`src/rtl/fcop_pkg.sv`:
```
`timescale 1ns / 1ps
package fcop_pkg;

  localparam int SENSOR_COUNT  = 8;
  localparam int FRACTION_BITS = 4;

  localparam int SENSOR_SLOTS = 8;
  localparam int IDX_W        = 3;
  localparam int ADC_W        = 10;
  localparam int TOTAL_W      = 13;
  localparam int ACC_W        = 20;                  // signed weighted sums
  localparam int DIV_W        = ACC_W - 1 + FRACTION_BITS;
  localparam int DIV_CNT_W    = $clog2(DIV_W + 1);
  localparam int REM_W        = TOTAL_W + 1;
  localparam int COPX_W       = 11;
  localparam int COPY_W       = 12;

  // sensor positions in mm
  localparam logic signed [7:0] POS_X [SENSOR_SLOTS] = '{
    -8'sd50, 8'sd50, -8'sd25, 8'sd25, -8'sd30, 8'sd30, -8'sd15, 8'sd15
  };
  localparam logic signed [7:0] POS_Y [SENSOR_SLOTS] = '{
    -8'sd100, -8'sd100, -8'sd50, -8'sd50, 8'sd0, 8'sd0, 8'sd50, 8'sd50
  };

  typedef struct packed {
    logic [IDX_W-1:0] sensor_index;
    logic [7:0]       reply_high;
    logic [7:0]       reply_low;
    logic             read_ok;
    logic             end_of_frame;
  } fcop_in_t;

  typedef struct packed {
    logic signed [COPX_W-1:0] cop_x;
    logic signed [COPY_W-1:0] cop_y;
    logic [TOTAL_W-1:0]       total_counts;
    logic                     contact;
  } fcop_out_t;

endpackage

```
`src/rtl/foot_center_of_pressure_unit.sv`:
```
`timescale 1ns / 1ps
// Update words are accepted while idle; a word without end of frame gives no result.
// End-of-frame word: SENSOR_COUNT store reads, then two parallel bit-serial
// dividers of DIV_W bits when there is contact (total above the threshold);
// without contact the dividers are skipped and a zero position is put out.
// Input is stalled from that accept until the result is loaded into out_word.
// Synchronous reset: readings read as zero, threshold 10, no result pending.
module foot_center_of_pressure_unit
  import fcop_pkg::*;
(
  input  logic               clk,
  input  logic               rst_n,
  input  logic               cfg_wr_en,
  input  logic [TOTAL_W-1:0] cfg_wr_data,
  input  logic               in_valid,
  output logic               in_stall,
  input  fcop_in_t           in_word,
  output logic               out_valid,
  input  logic               out_stall,
  output fcop_out_t          out_word
);

  typedef enum logic [2:0] {
    ST_IDLE,
    ST_SUM,
    ST_DRAIN,
    ST_CHECK,
    ST_DIV,
    ST_PUT
  } state_t;

  state_t                   state_r;
  logic [TOTAL_W-1:0]       thr_r;
  logic [IDX_W-1:0]         rd_idx_r;
  logic [IDX_W-1:0]         acc_idx_r;
  logic                     acc_en_r;
  logic [TOTAL_W-1:0]       total_r;
  logic signed [ACC_W-1:0]  acc_x_r;
  logic signed [ACC_W-1:0]  acc_y_r;
  logic                     contact_r;
  logic                     neg_x_r;
  logic                     neg_y_r;
  logic                     out_valid_r;
  fcop_out_t                out_word_r;

  logic                     in_acc;
  logic                     ram_we;
  logic [ADC_W-1:0]         rd_data;
  logic signed [ACC_W-1:0]  prod_x;
  logic signed [ACC_W-1:0]  prod_y;
  logic [ACC_W-1:0]         abs_x;
  logic [ACC_W-1:0]         abs_y;
  logic [DIV_W-1:0]         num_x;
  logic [DIV_W-1:0]         num_y;
  logic                     div_start;
  logic                     busy_x;
  logic                     busy_y;
  logic [DIV_W-1:0]         quo_x;
  logic [DIV_W-1:0]         quo_y;
  logic [COPX_W-1:0]        mag_x;
  logic [COPY_W-1:0]        mag_y;
  logic signed [COPX_W-1:0] cop_x;
  logic signed [COPY_W-1:0] cop_y;

  assign in_stall = (state_r != ST_IDLE);
  assign in_acc   = in_valid && !in_stall;
  assign ram_we   = in_acc && in_word.read_ok &&
                    ({1'b0, in_word.sensor_index} < (IDX_W + 1)'(SENSOR_COUNT));

  fcop_ram u_ram (
    .clk     (clk),
    .rst_n   (rst_n),
    .we      (ram_we),
    .wr_addr (in_word.sensor_index),
    .wr_data ({in_word.reply_high[1:0], in_word.reply_low}),
    .rd_addr (rd_idx_r),
    .rd_data (rd_data)
  );

  always_comb begin
    prod_x = ACC_W'($signed({1'b0, rd_data}) * POS_X[acc_idx_r]);
    prod_y = ACC_W'($signed({1'b0, rd_data}) * POS_Y[acc_idx_r]);
    abs_x  = acc_x_r[ACC_W-1] ? ACC_W'(-acc_x_r) : ACC_W'(acc_x_r);
    abs_y  = acc_y_r[ACC_W-1] ? ACC_W'(-acc_y_r) : ACC_W'(acc_y_r);
    num_x  = DIV_W'({abs_x[ACC_W-2:0], {FRACTION_BITS{1'b0}}});
    num_y  = DIV_W'({abs_y[ACC_W-2:0], {FRACTION_BITS{1'b0}}});
  end

  assign div_start = (state_r == ST_CHECK) && (total_r > thr_r);

  fcop_div u_div_x (
    .clk   (clk),
    .rst_n (rst_n),
    .start (div_start),
    .num   (num_x),
    .den   (total_r),
    .busy  (busy_x),
    .quo   (quo_x)
  );

  fcop_div u_div_y (
    .clk   (clk),
    .rst_n (rst_n),
    .start (div_start),
    .num   (num_y),
    .den   (total_r),
    .busy  (busy_y),
    .quo   (quo_y)
  );

  // saturate the quotient magnitude, then apply the sign
  always_comb begin
    if (neg_x_r) begin
      mag_x = (quo_x > DIV_W'(1024)) ? COPX_W'(1024) : quo_x[COPX_W-1:0];
    end else begin
      mag_x = (quo_x > DIV_W'(1023)) ? COPX_W'(1023) : quo_x[COPX_W-1:0];
    end
    if (neg_y_r) begin
      mag_y = (quo_y > DIV_W'(2048)) ? COPY_W'(2048) : quo_y[COPY_W-1:0];
    end else begin
      mag_y = (quo_y > DIV_W'(2047)) ? COPY_W'(2047) : quo_y[COPY_W-1:0];
    end
    if (!contact_r) begin
      cop_x = '0;
      cop_y = '0;
    end else begin
      cop_x = neg_x_r ? $signed(-mag_x) : $signed(mag_x);
      cop_y = neg_y_r ? $signed(-mag_y) : $signed(mag_y);
    end
  end

  always_ff @(posedge clk) begin
    if (!rst_n) begin
      thr_r <= TOTAL_W'(10);
    end else if (cfg_wr_en) begin
      thr_r <= cfg_wr_data;
    end
  end

  always_ff @(posedge clk) begin
    if (!rst_n) begin
      state_r     <= ST_IDLE;
      rd_idx_r    <= '0;
      acc_en_r    <= 1'b0;
      out_valid_r <= 1'b0;
    end else begin
      acc_en_r <= (state_r == ST_SUM);
      if ((state_r == ST_PUT) && (!out_valid_r || !out_stall)) begin
        out_valid_r <= 1'b1;
      end else if (out_valid_r && !out_stall) begin
        out_valid_r <= 1'b0;
      end
      unique case (state_r)
        ST_IDLE: begin
          rd_idx_r <= '0;
          if (in_acc && in_word.end_of_frame) begin
            state_r <= ST_SUM;
          end
        end
        ST_SUM: begin
          if (rd_idx_r == IDX_W'(SENSOR_COUNT - 1)) begin
            state_r <= ST_DRAIN;
          end else begin
            rd_idx_r <= rd_idx_r + 1'b1;
          end
        end
        ST_DRAIN: begin
          state_r <= ST_CHECK;
        end
        ST_CHECK: begin
          state_r <= div_start ? ST_DIV : ST_PUT;
        end
        ST_DIV: begin
          if (!busy_x && !busy_y) begin
            state_r <= ST_PUT;
          end
        end
        ST_PUT: begin
          if (!out_valid_r || !out_stall) begin
            state_r <= ST_IDLE;
          end
        end
        default: begin
          state_r <= ST_IDLE;
        end
      endcase
    end
  end

  // datapath registers
  always_ff @(posedge clk) begin
    acc_idx_r <= rd_idx_r;
    if (state_r == ST_IDLE) begin
      total_r <= '0;
      acc_x_r <= '0;
      acc_y_r <= '0;
    end else if (acc_en_r) begin
      total_r <= total_r + TOTAL_W'(rd_data);
      acc_x_r <= acc_x_r + prod_x;
      acc_y_r <= acc_y_r + prod_y;
    end
    if (state_r == ST_CHECK) begin
      contact_r <= div_start;
      neg_x_r   <= acc_x_r[ACC_W-1];
      neg_y_r   <= acc_y_r[ACC_W-1];
    end
    if ((state_r == ST_PUT) && (!out_valid_r || !out_stall)) begin
      out_word_r.cop_x        <= cop_x;
      out_word_r.cop_y        <= cop_y;
      out_word_r.total_counts <= total_r;
      out_word_r.contact      <= contact_r;
    end
  end

  assign out_valid = out_valid_r;
  assign out_word  = out_word_r;

endmodule

```
`src/rtl/fcop_ram.sv`:
```
`timescale 1ns / 1ps
module fcop_ram
  import fcop_pkg::*;
(
  input  logic             clk,
  input  logic             rst_n,
  input  logic             we,
  input  logic [IDX_W-1:0] wr_addr,
  input  logic [ADC_W-1:0] wr_data,
  input  logic [IDX_W-1:0] rd_addr,
  output logic [ADC_W-1:0] rd_data
);

  logic [ADC_W-1:0]        mem [SENSOR_SLOTS];
  logic [SENSOR_SLOTS-1:0] valid_r;
  logic [ADC_W-1:0]        rd_data_r;

  // an entry never written reads as zero
  always_ff @(posedge clk) begin
    if (!rst_n) begin
      valid_r <= '0;
    end else if (we) begin
      valid_r[wr_addr] <= 1'b1;
    end
  end

  always_ff @(posedge clk) begin
    if (we) begin
      mem[wr_addr] <= wr_data;
    end
  end

  always_ff @(posedge clk) begin
    rd_data_r <= valid_r[rd_addr] ? mem[rd_addr] : '0;
  end

  assign rd_data = rd_data_r;

endmodule

```
`src/rtl/fcop_div.sv`:
```
`timescale 1ns / 1ps
module fcop_div
  import fcop_pkg::*;
(
  input  logic               clk,
  input  logic               rst_n,
  input  logic               start,
  input  logic [DIV_W-1:0]   num,
  input  logic [TOTAL_W-1:0] den,
  output logic               busy,
  output logic [DIV_W-1:0]   quo
);

  logic                 busy_r;
  logic [DIV_CNT_W-1:0] cnt_r;
  logic [REM_W-1:0]     rem_r;
  logic [DIV_W-1:0]     quo_r;
  logic [REM_W-1:0]     rem_sh;
  logic                 ge;

  // restoring divider, one quotient bit per cycle
  always_comb begin
    rem_sh = {rem_r[REM_W-2:0], quo_r[DIV_W-1]};
    ge     = (rem_sh >= {1'b0, den});
  end

  always_ff @(posedge clk) begin
    if (!rst_n) begin
      busy_r <= 1'b0;
      cnt_r  <= '0;
    end else if (start) begin
      busy_r <= 1'b1;
      cnt_r  <= DIV_CNT_W'(DIV_W);
    end else if (busy_r) begin
      cnt_r <= cnt_r - 1'b1;
      if (cnt_r == DIV_CNT_W'(1)) begin
        busy_r <= 1'b0;
      end
    end
  end

  always_ff @(posedge clk) begin
    if (start) begin
      rem_r <= '0;
      quo_r <= num;
    end else if (busy_r) begin
      rem_r <= ge ? (rem_sh - {1'b0, den}) : rem_sh;
      quo_r <= {quo_r[DIV_W-2:0], ge};
    end
  end

  assign busy = busy_r;
  assign quo  = quo_r;

endmodule

```
`config.mk`:
```
export PLATFORM = sky130hd
export DESIGN_NAME = foot_center_of_pressure_unit
export DESIGN_NICKNAME = d
export VERILOG_FILES = /design/src/rtl/fcop_pkg.sv /design/src/rtl/foot_center_of_pressure_unit.sv /design/src/rtl/fcop_ram.sv /design/src/rtl/fcop_div.sv
export SDC_FILE = /design/constraint.sdc
export NUM_CORES = 1
export LEC_CHECK = 0
export BUFFER_PORTS_ARGS = -buffer_cell sky130_fd_sc_hd__buf_2
export CAP_MARGIN = 20
export CORE_AREA = 2 2 194 196
export CTS_CLUSTER_SIZE = 25
export DETAILED_ROUTE_END_ITERATION = 12
export DIE_AREA = 0 0 196 198
export PLACE_DENSITY_LB_ADDON = 0.2
export SLEW_MARGIN = 40
export SYNTH_ARGS = -nofsm -noshare
export SYNTH_HDL_FRONTEND = slang
export SYNTH_SLANG_ARGS = --single-unit
```
`constraint.sdc`:
```
create_clock -name clk -period 8.6 [get_ports clk]
set_input_delay 0.86 -clock clk [delete_from_list [all_inputs] [get_ports clk]]
set_output_delay 0.86 -clock clk [all_outputs]
set_load 0.03 [all_outputs]
```
### Word-level counts from Yosys, hierarchy flattened

Memory sizes are Yosys's and may differ from the RTL's. A register that Yosys moved wholly into a read port is not among the register bits.
Cells that the tools add are included.
W data, S select, Z words.

* flip-flop bits (word level): 209
* bits of input ports: 39
* output and inout bits: 39
* memories kept: 3
* word-level logic and storage cells: 143
* ROM bits: 128
* RAM bits: 80

Memories
* u_ram.mem: depth 8, width 10, rd ports 1, clocked after memory_dff 1, write ports 1, line fcop_ram.sv:14 `logic [ADC_W-1:0] mem [SENSOR_SLOTS];`
* (no name shown): depth 8, width 8, rd ports 1, clocked after memory_dff 0, write ports 0, line foot_center_of_pressure_unit.sv:82 `prod_y = ACC_W'($signed({1'b0, rd_data}) * POS_Y[acc_idx_r]);`
* (no name shown): depth 8, width 8, rd ports 1, clocked after memory_dff 0, write ports 0, line foot_center_of_pressure_unit.sv:81 `prod_x = ACC_W'($signed({1'b0, rd_data}) * POS_X[acc_idx_r]);`

* bitwise gates (word level): 3
* mux-type cells: 46
* equality and inequality tests: 13
* magnitude comparators: 11
* reductions and logical operators: 24
* multiply operators: 2
* $add $sub $neg: 12

Operator list (number)
* $mux W23: 4
* $mux W12: 4
* $gt A23 B11 Y1 const B: 2
* $mux W11: 4
* $add A20 B19 Y20: 2
* $mul A11 B8 Y19: 2
* $mux W19: 2
* $neg A19 Y19: 2
* $mux W8: 4
* $ge A14 B13 Y1: 2
* $mux W13: 2
* $sub A13 B13 Y13: 2
* $gt A23 B10 Y1 const B: 1
* $gt A23 B12 Y1 const B: 1
* $mux W5: 4
* $pmux W3 S6: 1
* $mux W3: 5
* $add A13 B10 Y13: 1
* $gt A13 B13 Y1: 1
* $mux W1: 13
* $neg A12 Y12: 1
* $neg A11 Y11: 1
* $eq A5 B1 Y1 const B: 2
* $sub A5 B1 Y5 const B: 2
* 24 further kinds: 46

### Depth between registers and ports, before layout

Gate-level depths: netlist (run 1).

* depth in word-level cells: 6
* depth in mapped cells: 23
* mapped depth without buffers: 22

### By module

From an unflattened synthesis (run 1), not the netlist that was laid out.

* cells, all modules: 2059
* area, all modules: 21514.4 µm²

By module, submodules not included
* foot_center_of_pressure_unit: area each 12732.2 µm², seq. area each 2722.6 µm², times used 1, cells each 1391
* fcop_div: area each 2583.7 µm², seq. area each 1071.0 µm², times used 2, cells each 250
* fcop_ram: area each 3614.7 µm², seq. area each 2762.6 µm², times used 1, cells each 168

### Worst setup path before layout (run 1)

Ideal clock, no wire load.

* path type: register -> register
* from: reg acc_idx_r[0]
* to: reg acc_x_r[19]
* clock period less this slack: 5.956 ns
* library setup time: 0.070 ns
* arrival time: 5.885 ns
* stages on the path, launching flop included: 23
* buffers on the path: 2
* required time: 8.530 ns
* setup slack: 2.644 ns
* cells stage by stage: dfxtp_1 clkbuf_1 inv_1 ha_1 mux2i_1 clkbuf_1 nand2_1 fa_1 fa_1 inv_1 fa_1 fa_1 inv_1 fa_1 inv_1 ha_1 a21o_1 a31oi_1 o2111ai_1 o2111ai_1 a31oi_1 or4_1 a21oi_1

* word-level cells in the longest chain between the ends: 6

Ends and longest elaborated chain
* start, declared: line foot_center_of_pressure_unit.sv:35 `logic [IDX_W-1:0] acc_idx_r;`
* start signal, assigned: line foot_center_of_pressure_unit.sv:192 `acc_idx_r <= rd_idx_r;`
* $not A3 Y4 (implied by the code): line foot_center_of_pressure_unit.sv:81
* $mem_v2 Z8 W8
* $mux W8 (implied by the code) (2 in series): line foot_center_of_pressure_unit.sv:81
* $mul A11 B8 Y19: line foot_center_of_pressure_unit.sv:81
* $add A20 B19 Y20: line foot_center_of_pressure_unit.sv:199 `acc_x_r <= acc_x_r + prod_x;`
* end signal, assigned: line foot_center_of_pressure_unit.sv:199
* end, declared: line foot_center_of_pressure_unit.sv:38 `logic signed [ACC_W-1:0] acc_x_r;`

No other way between the ends. The select of a mux whose other input is x is not followed.
A chain may end at the register's enable or synchronous reset.

### Final worst setup path (run 1)

* from: reg acc_idx_r[0]
* to: reg acc_x_r[16]

Same word-level chain as after synthesis.

==> flow_metrics.tcl, run 1 <==
set metrics [dict create \
    status "finished, final reports clean" \
    path_max_fanout 22 \
    io_buffers 71 \
    rr_startpoint "acc_idx_r[0]" \
    final_cell_area_um2 23000 \
    grt_remaining_overflow 0 \
    async_flop_share_pct 0 \
    r2r_cells 21 \
    cts_hold_buf 0 \
    reg2reg_slack_ns 2.01 \
    grt_pass1_wl_um 76100 \
    worstPathArrival_ns 7.00 \
    die_y_um 198 \
    tns_ns 0 \
    first_iter_violations 729 \
    fin_cells 2624 \
    holdWs_ns 0.468 \
    synth_cell_types 72 \
    yosysWarnings 0 \
    syn_area_per_cell_um2 10.1 \
    endpoint "acc_x_r[16]" \
    setup_viol 0 \
    dieArea_um2 38800 \
    synth.top_cells.by_area "edfxtp_1 23%, dfxtp_1 13%, fa_1 12%" \
    ir_drop_mv 0.298 \
    worst_path_largest_cell_delay_ns 0.60 \
    routed_wl_um 44900 \
    seq_area_frac_synth_pct 36.0 \
    areaGrowthSynthToFinish_pct 9.77 \
    dp.cells 2558 \
    layout_commonest_cell "inv_1" \
    wl_per_cell_um 17.1 \
    synth_edf_count 158 \
    core_area_um2 37000 \
    yosys_register_bits 298 \
    ys.flop_type "edfxtp_1" \
    ios 78 \
    end_kind "register" \
    period_share_pct 76.7 \
    report.final.slew_viol_count 0 \
    startpoint "acc_idx_r[0]" \
    min_period_ns 6.59 \
    via_per_inst 5.74 \
    drive_gt1_share_pct 9.82 \
    finClkSkew_ns 0.0211 \
    grt_pass1_vias 15185 \
    dp_hpwl_um 32500 \
    p_leak_nw 9.54 \
    cts_tree "yes" \
    crit_chain "buf_4 > inv_1 > ha_1 > mux2i_1 > nand2_1 > fa_1 > fa_1 > inv_1 > fa_1 > fa_1 > inv_1 > fa_1 > inv_1 > ha_1 > and2_1 > a221oi_1 > o31ai_1 > a21o_1 > a21oi_1 > mux2i_1 > a211oi_1" \
    cts.clk_slew.worst_paths_ns 0.06 \
    critical_path_class "register to register" \
    cts-root-buf "clkbuf_16" \
    synthCells 2081 \
    clock_latency_ns 0.56 \
    post_cts_buffers 0 \
    synth_top_area_share_pct 22.6 \
    grt_start_max_net_pins 58 \
    cts_sinks 298 \
    final-hold-violation-count 0 \
    hp-class "register to register" \
    grtUsageTotal_pct 24.3 \
    crit_top_cell "fa_1" \
    fin_nets 2469 \
    required_ns 9.01 \
    cts_buffers 36 \
    cts_resized 0 \
    power_density_nw_per_um2 193 \
    antenna_left 0 \
    layout_common_cells "204 x inv_1, 182 x ha_1, 159 x nor2_1" \
    rows 71 \
    drc 0 \
    syn_nets 2428 \
    start_util_pct 56.8 \
    max_cap_viol_count 0 \
    tightest_slew_ns 0.785 \
    cts_max_path_buffers 3 \
    cts_htree_levels 2 \
    fmax_mhz 152 \
    synth.cell_area_um2 21000 \
    yosysTopAreaCell "edfxtp_1" \
    postPlaceCellArea_um2 21800 \
    rsz0062_at_grt "no" \
    reg2reg_to "acc_x_r[16]" \
    grt_antenna_before_repair 1 \
    startpoint_type "register" \
    place_congestion 0.872 \
    maxSlewHeadroom_pct 46.2 \
    fillers 2949 \
    drt_pre_antenna_iters 5 \
    slowest_stage "mux2i_1" \
    vias 15068 \
    die_x_um 196 \
]
[cells by family after synthesis]
family                     after synthesis  share of synthesized area, %
AOI/OAI and AO/OA                      416                          12.6
xor gates and xnor gates                86                          3.59
adders and majority gates              308                          22.9
buffers and inverters                  295                          5.32
DFF                                    298                          36.0
muxes                                   92                          5.71
and+or+nand+nor                        586                          13.9
[layer usage]
metal | GRT usage, % | up-vias | share of wire, %
met5 | 0 | - | 0
met3 | 3.36 | 65 | 3.5
met1 | 32.8 | 7359 | 47
met4 | 6.99 | 0 | 2.3
met2 | 41.1 | 265 | 47
li1 | - | 7379 | -
[stage by stage]
stage,worst slack (ns),util (%),total power (W)
5_1_grt,1.56,62.3,0.00472
3_3_place_gp,2.16,58.9,0.00287
2_1_floorplan,2.64,-,0.00264
4_1_cts,2.03,62.3,0.00449
3_5_place_dp,2.07,59.0,0.00290
6_report,2.01,62.3,0.00445
[final cells by class]
cell class              instances  area, µm²  area share (%)
well taps                     474        593            2.57
repair buffers                 93        520            2.26
diodes                          1       2.50          0.0109
clock buffers                  42        953            4.14
clock inverters                23        280            1.22
inverters                     205        769            3.34
flip-flops and latches        298       7550            32.8
multi-input cells            1488      12400            53.7
[flip-flops by register name (all words and copies together) (netlist names), 5 cells and up]
signal,count
out_word,37
acc_x_r,20
u_ram.rd_data,10
u_div_x.rem_r,13
u_ram.mem,80
acc_y_r,19
total_r,13
u_div_x.quo,23
u_ram.valid_r,8
thr_r,13
u_div_x.cnt_r,5
u_div_y.quo,23
u_div_y.rem_r,13
u_div_y.cnt_r,5
[Yosys cell counts, types with 4 or more instances]
| cell type | count |
|---|---|
| inv_1 | 204 |
| ha_1 | 182 |
| nor2_1 | 161 |
| edfxtp_1 | 158 |
| dfxtp_1 | 140 |
| fa_1 | 126 |
| nand2_1 | 117 |
| o21ai_0 | 112 |
| a21oi_1 | 91 |
| clkbuf_1 | 71 |
| mux2i_1 | 68 |
| and2_1 | 60 |
| nand3_1 | 60 |
| xnor2_1 | 54 |
| nor2b_1 | 51 |
| xor2_1 | 32 |
| nand2b_1 | 31 |
| o21a_1 | 29 |
| nor3_1 | 28 |
| a31oi_1 | 24 |
| mux4_2 | 22 |
| a211oi_1 | 21 |
| o31ai_1 | 21 |
| o41ai_1 | 16 |
| a21o_1 | 15 |
| a21boi_0 | 14 |
| or2_2 | 13 |
| or3_1 | 13 |
| buf_1 | 11 |
| nand4_1 | 10 |
| nor4_1 | 10 |
| o21ai_1 | 9 |
| buf_2 | 8 |
| o21bai_1 | 8 |
| o22ai_1 | 8 |
| and3_1 | 7 |
| a211o_1 | 6 |
| nand3b_1 | 6 |
| o211ai_1 | 6 |
| o31a_1 | 5 |
| or4_1 | 5 |
| o2111ai_1 | 4 |
[worst max-delay path: cells and delay by family, from the launching register on]
| family | cells | cell delay (ns) |
|---|---|---|
| and+or+nand+nor | 2 | 0.31 |
| adders and majority gates | 7 | 3.30 |
| muxes | 2 | 0.85 |
| DFF | 1 | 0.30 |
| AOI/OAI and AO/OA | 5 | 1.10 |
| buffers and inverters | 5 | 0.59 |
[where the power goes]
group	switching (W)	internal, W
sequential	0.0000688	0.00156
combinational	0.000718	0.000547
clock	0.000632	0.000931
[worst min path at each step]
stage	start	to	slack, ns	cells past startpoint
floorplan	rd_idx_r[0]	acc_idx_r[0]	0.35	0
global placement	u_ram.valid_r[5]	u_ram.valid_r[5]	0.44	1
detailed placement	u_ram.valid_r[4]	u_ram.valid_r[4]	0.45	1
CTS	u_ram.valid_r[4]	u_ram.valid_r[4]	0.47	1
global route	u_ram.valid_r[4]	u_ram.valid_r[4]	0.49	1
finish	u_ram.valid_r[6]	u_ram.valid_r[6]	0.47	1
No activity file was read; power rests on OpenSTA's default activity.
==> run 2: changes to the inputs <==
--- a/config.mk
+++ b/config.mk
@@ -5,12 +5,13 @@
 export SDC_FILE = /design/constraint.sdc
 export NUM_CORES = 1
 export LEC_CHECK = 0
+export ABC_AREA = 1
 export BUFFER_PORTS_ARGS = -buffer_cell sky130_fd_sc_hd__buf_2
 export CAP_MARGIN = 20
-export CORE_AREA = 2 2 194 196
+export CORE_AREA = 2 2 196 198
 export CTS_CLUSTER_SIZE = 25
 export DETAILED_ROUTE_END_ITERATION = 12
-export DIE_AREA = 0 0 196 198
+export DIE_AREA = 0 0 198 200
 export PLACE_DENSITY_LB_ADDON = 0.2
 export SLEW_MARGIN = 40
 export SYNTH_ARGS = -nofsm -noshare
==> constraint.sdc (replaced) <==
create_clock -name clk -period 5.8 [get_ports clk]
set_input_delay 0.58 -clock clk [delete_from_list [all_inputs] [get_ports clk]]
set_output_delay 0.58 -clock clk [all_outputs]
set_load 0.03 [all_outputs]
==> run 2 against run 1 <==
Compared with the run above:
- non-clock buffer count rose by 16
- synthesized area rose by 2.1%
- final cell count rose by 19%
- fmax rose by 22%
- register-to-register slack got worse by 1.6 ns
- via count rose by 10%
- highest routed layer unchanged
- routed wire length rose by 9.5%
- first-iteration DRC count rose by 39%
- design area rose by 2.0%
- flip-flop and latch count did not move
- sequential share of layout area fell by 0.66 points
- largest cell class unchanged
- synthesized cell count rose by 21%
==> flow_metrics.tcl, run 2 <==
set metrics [dict create \
    cts_sinks 298 \
    routed_wl_um 49200 \
    antenna_left 0 \
    yosysTopAreaCell "edfxtp_1" \
    worstPathArrival_ns 5.85 \
    final-hold-violation-count 0 \
    pre_cts_slack_ns 0.423 \
    slowest_stage "fa_1" \
    start_util_pct 57.3 \
    grt_remaining_overflow 0 \
    cts_tree "yes" \
    antennaDiodeCount 0 \
    synth_cell_types 55 \
    synthCells 2515 \
    grt_start_max_net_pins 61 \
    synth_common_cells "404 x inv_1, 404 x nand2_1, 261 x nor2_1" \
    grtUsageTotal_pct 25.8 \
    required_ns 6.24 \
    vias 16604 \
    core_area_um2 37400 \
    cts_htree_levels 2 \
    largest_reg_flops 80 \
    synth.top_cells.by_area "edfxtp_1 22%, dfxtp_1 13%, fa_1 12%" \
    end_kind "register" \
    grt_pass1_vias 16248 \
    crit_chain "buf_4 > ha_1 > nand2_1 > fa_1 > fa_1 > inv_1 > fa_1 > fa_1 > inv_1 > fa_1 > inv_1 > ha_1 > nand3_1 > nand2_1 > inv_1 > nor2_1 > nor2_1 > o21ai_0 > a21oi_1 > xor2_1 > nand2_1 > nand2_1 > inv_1" \
    setup_slack_ns 0.395 \
    fin_nets 2926 \
    seq_area_frac_synth_pct 35.2 \
    clock_latency_ns 0.54 \
    reg2reg_slack_ns 0.40 \
    critical_path_class "register to register" \
    tightest_slew_ns 0.744 \
    via_per_inst 5.33 \
    tns_ns 0 \
    path_max_fanout 27 \
    cts_buffers 34 \
    min_period_ns 5.40 \
    syn_nets 2862 \
    ys.flop_type "edfxtp_1" \
    rows 71 \
    layout_common_cells "404 x nand2_1, 402 x inv_1, 258 x nor2_1" \
    layout_commonest_cell "nand2_1" \
    dp_hpwl_um 37200 \
    cts-root-buf "clkbuf_16" \
    largest_register "u_ram.mem" \
    die_x_um 198 \
    synth_edf_count 158 \
    rsz0062_at_grt "no" \
    critPathTopFamily "adder cells" \
    grt_pass1_wl_um 81000 \
    startpoint_type "register" \
    place_congestion 0.920 \
    cts_hold_buf 0 \
    yosysWarnings 0 \
    cts_max_path_buffers 3 \
    drive_gt1_share_pct 10.1 \
    grt_antenna_before_repair 0 \
    first_iter_violations 1012 \
    wl_per_cell_um 15.8 \
    ios 78 \
    drc 0 \
    hp-class "input pin to register" \
    crit_buf_inv 6 \
    status "finished, final reports clean" \
    synth.cell_area_um2 21400 \
    synth_top_area_share_pct 22.1 \
    maxSlewHeadroom_pct 50.4 \
    dieArea_um2 39600 \
    syn_area_per_cell_um2 8.52 \
    max_cap_viol_count 0 \
    period_share_pct 93.2 \
    drt_pre_antenna_iters 5 \
    die_y_um 200 \
    io_buffers 71 \
    worst_path_largest_cell_delay_ns 0.55 \
    fmax_mhz 185 \
    areaGrowthSynthToFinish_pct 9.63 \
    holdWs_ns 0.293 \
    finClkSkew_ns 0.0176 \
    yosys_register_bits 298 \
    cts.clk_slew.worst_paths_ns 0.06 \
    async_flop_share_pct 0 \
    setup_viol 0 \
    report.final.slew_viol_count 0 \
]
run 2: layout make-up:
| class | instances | area (µm²) |
|---|---|---|
| clock buffers | 46 | 936 |
| repair buffers | 109 | 641 |
| well taps | 511 | 639 |
| fillers | 3182 | 13900 |
| clock inverters | 14 | 184 |
| inverters | 419 | 1570 |
| flip-flops and latches | 298 | 7550 |
| multi-input cells | 1717 | 12000 |
run 2: per-stage QoR:
step           instance area, µm²  instances  util [%]
2_1_floorplan               21400       2515         -
3_3_place_gp                22400       3053      59.8
3_5_place_dp                22400       3053      59.8
4_1_cts                     23500       3113      62.8
5_1_grt                     23500       3114      62.8
6_report                    23500       3114      62.8
run 2: timing repair:
action | in CTS | in global routing
setup endpoints to repair | 0 | 2
gates resized for setup | 0 | 1
buffers inserted | 0 | 1
run 2: worst paths after layout:
kind | endpoint | from | cells after the start
worst max-delay path | acc_y_r[15] | acc_idx_r[2] | 23
worst min-delay path | thr_r[0] | cfg_wr_data[0] | 3
worst max register to register | acc_y_r[15] | acc_idx_r[2] | 23
worst min register to register | thr_r[2] | thr_r[2] | 2
run 2: routing by layer:
| metal | wire length [µm] | global-route usage, % | up-vias |
|---|---|---|---|
| li1 | - | - | 8343 |
| met1 | 22700 | 34.5 | 7802 |
| met2 | 23100 | 44.3 | 376 |
| met3 | 2120 | 2.91 | 83 |
| met4 | 1210 | 7.99 | 0 |
| met5 | 0 | 0 | - |
run 2: worst register-to-register path, cell delays in order (launching register included):
cell,delay (ns)
dfxtp_1,0.32
buf_4,0.35
ha_1,0.25
nand2_1,0.07
fa_1,0.50
fa_1,0.55
inv_1,0.06
fa_1,0.50
fa_1,0.54
inv_1,0.05
fa_1,0.49
inv_1,0.05
ha_1,0.35
nand3_1,0.10
nand2_1,0.15
inv_1,0.06
nor2_1,0.12
nor2_1,0.08
o21ai_0,0.26
a21oi_1,0.14
xor2_1,0.17
nand2_1,0.07
nand2_1,0.07
inv_1,0.03
run 2: cell families (layout without fill, tap and decap cells):
family / after synthesis / count (layout) / share of synthesized area, %
adders and majority gates: 308 / 308 / 22.4
and+or+nand+nor: 842 / 842 / 16.9
buffers and inverters: 500 / 588 / 9.06
AOI/OAI and AO/OA: 473 / 473 / 12.6
xor gates and xnor gates: 94 / 94 / 3.84
DFF: 298 / 298 / 35.2
Power of run 2 is left out: the tool's default activity adds up to more than one toggle a clock period on the data nets, which glitch-free logic cannot reach.
==> run 3: changes to the inputs <==
==> constraint.sdc (replaced) <==
create_clock -name clk -period 6.69 [get_ports clk]
set_input_delay 0.669 -clock clk [delete_from_list [all_inputs] [get_ports clk]]
set_output_delay 0.669 -clock clk [all_outputs]
set_load 0.03 [all_outputs]
==> run 3 against run 2 <==
Compared with the run above:
- count of clock-buffer cells in the layout grew 2
- global-route usage shrank 0.075 points
- largest cell class unchanged
- routed wire length shrank 0.92%
- fmax shrank 7.0%
- design area grew 0.26%
- register-to-register slack gained 0.48 ns
- flip-flop and latch count is the same
==> flow_metrics.tcl, run 3 (synthesis gave the netlist of run 2 again) <==
set metrics [dict create \
    grt_pass1_vias 16322 \
    maxSlewHeadroom_pct 49.2 \
    grt_pass1_wl_um 80700 \
    largest_reg_flops 80 \
    crit_buf_inv 9 \
    place_congestion 0.907 \
    pre_cts_slack_ns 0.931 \
    drt_pre_antenna_iters 5 \
    min_delay_path_depth 3 \
    tightest_slew_ns 0.761 \
    rsz0062_at_grt "no" \
    wl_per_cell_um 15.7 \
    start_util_pct 57.3 \
    dieArea_um2 39600 \
    end_kind "register" \
    first_iter_violations 1099 \
    via_per_inst 5.38 \
    clock_latency_ns 0.56 \
    startpoint_type "register" \
    post_cts_buffers 0 \
    cts_resized 0 \
    routed_wl_um 48700 \
    io_buffers 71 \
    cts_sinks 298 \
    cts_max_path_buffers 3 \
    reg2reg_slack_ns 0.88 \
    max_cap_viol_count 0 \
    rr_startpoint "acc_idx_r[2]" \
    dp_hpwl_um 36000 \
    worstPathArrival_ns 6.26 \
    critical_path_class "register to register" \
    cts_hold_buf 0 \
    vias 16743 \
    cts_htree_levels 2 \
    crit_top_cell "inv_1" \
    rows 71 \
    areaGrowthSynthToFinish_pct 9.92 \
    drive_gt1_share_pct 9.77 \
    final-hold-violation-count 0 \
    fin_cells 3110 \
    setup_slack_ns 0.877 \
    cts.clk_slew.worst_paths_ns 0.06 \
    grt_remaining_overflow 0 \
    ios 78 \
    slowest_stage "fa_1" \
    die_x_um 198 \
    core_area_um2 37400 \
    hold_start "cfg_wr_data[0]" \
    min_period_ns 5.81 \
    report.final.slew_viol_count 0 \
    grt_antenna_before_repair 0 \
    layout_common_cells "404 x nand2_1, 402 x inv_1, 261 x nor2_1" \
    grtUsageTotal_pct 25.7 \
    cts_buffers 36 \
    period_share_pct 86.9 \
    dp.cells 3044 \
    fin_nets 2918 \
    layout_commonest_cell "nand2_1" \
    grt_start_max_net_pins 61 \
    antennaDiodeCount 0 \
    startpoint "acc_idx_r[2]" \
    path_max_fanout 14 \
    path_depth 26 \
    required_ns 7.14 \
    cts_tree "yes" \
    critPathTopFamily "adder cells" \
    largest_register "u_ram.mem" \
    antenna_left 0 \
    tns_ns 0 \
    setup_viol 0 \
    cts-root-buf "clkbuf_16" \
    worst_path_largest_cell_delay_ns 0.55 \
    drc 0 \
    die_y_um 200 \
    r2r_cells 26 \
    fmax_mhz 172 \
    finClkSkew_ns 0.0261 \
    hp-class "input pin to register" \
    status "finished, final reports clean" \
]
## run 3: path summary, 6_finish.rpt
path / endpoint
worst max-delay path: acc_y_r[15]
worst min-delay path: thr_r[0]
worst max register to register: acc_y_r[15]
worst min register to register: thr_r[9]
## run 3: area by class of cell
type	instances	area, µm²
Multi-Input combinational cell	1717	12000
Fill cell	3182	13800
Tap cell	511	639
Sequential cell	298	7550
Inverter	419	1570
Clock inverter	18	254
Timing Repair Buffer	99	566
Clock buffer	48	1020
## run 3: worst reg2reg max path, stage by stage (launching register included)
cell and delay [ns]:
dfxtp_1 0.35, buf_4 0.22, inv_1 0.20, ha_1 0.47
nand2_1 0.12, inv_1 0.06, fa_1 0.50, inv_1 0.05
fa_1 0.47, inv_1 0.05, fa_1 0.50, fa_1 0.55
inv_1 0.05, fa_1 0.49, inv_1 0.05, ha_1 0.33
nand3_1 0.10, nand2_1 0.15, inv_1 0.05, nor2_1 0.13
nor2_1 0.08, o21ai_0 0.27, a21oi_1 0.14, xor2_1 0.17
nand2_1 0.07, nand2_1 0.07, inv_1 0.03
## run 3: per-layer routing
metal,vias to the layer above,share of wire [%],track usage [%]
met3,88,5.4,2.96
met5,-,0,0
li1,8325,-,-
met2,432,47,43.3
met1,7898,45,34.7
met4,0,2.8,9.02
## run 3: per-stage QoR
| stage | utilization [%] | hold slack (ns) | cell area [µm²] |
|---|---|---|---|
| after CTS | 63.0 | 0.311 | 23600 |
| final | 63.0 | 0.330 | 23600 |
| after global routing | 63.0 | 0.344 | 23600 |
| after global placement | 59.6 | 0.446 | 22300 |
| after floorplan | - | 0.352 | 21400 |
| after detailed placement | 59.6 | 0.454 | 22300 |
Power of run 3 is left out for the same reason.
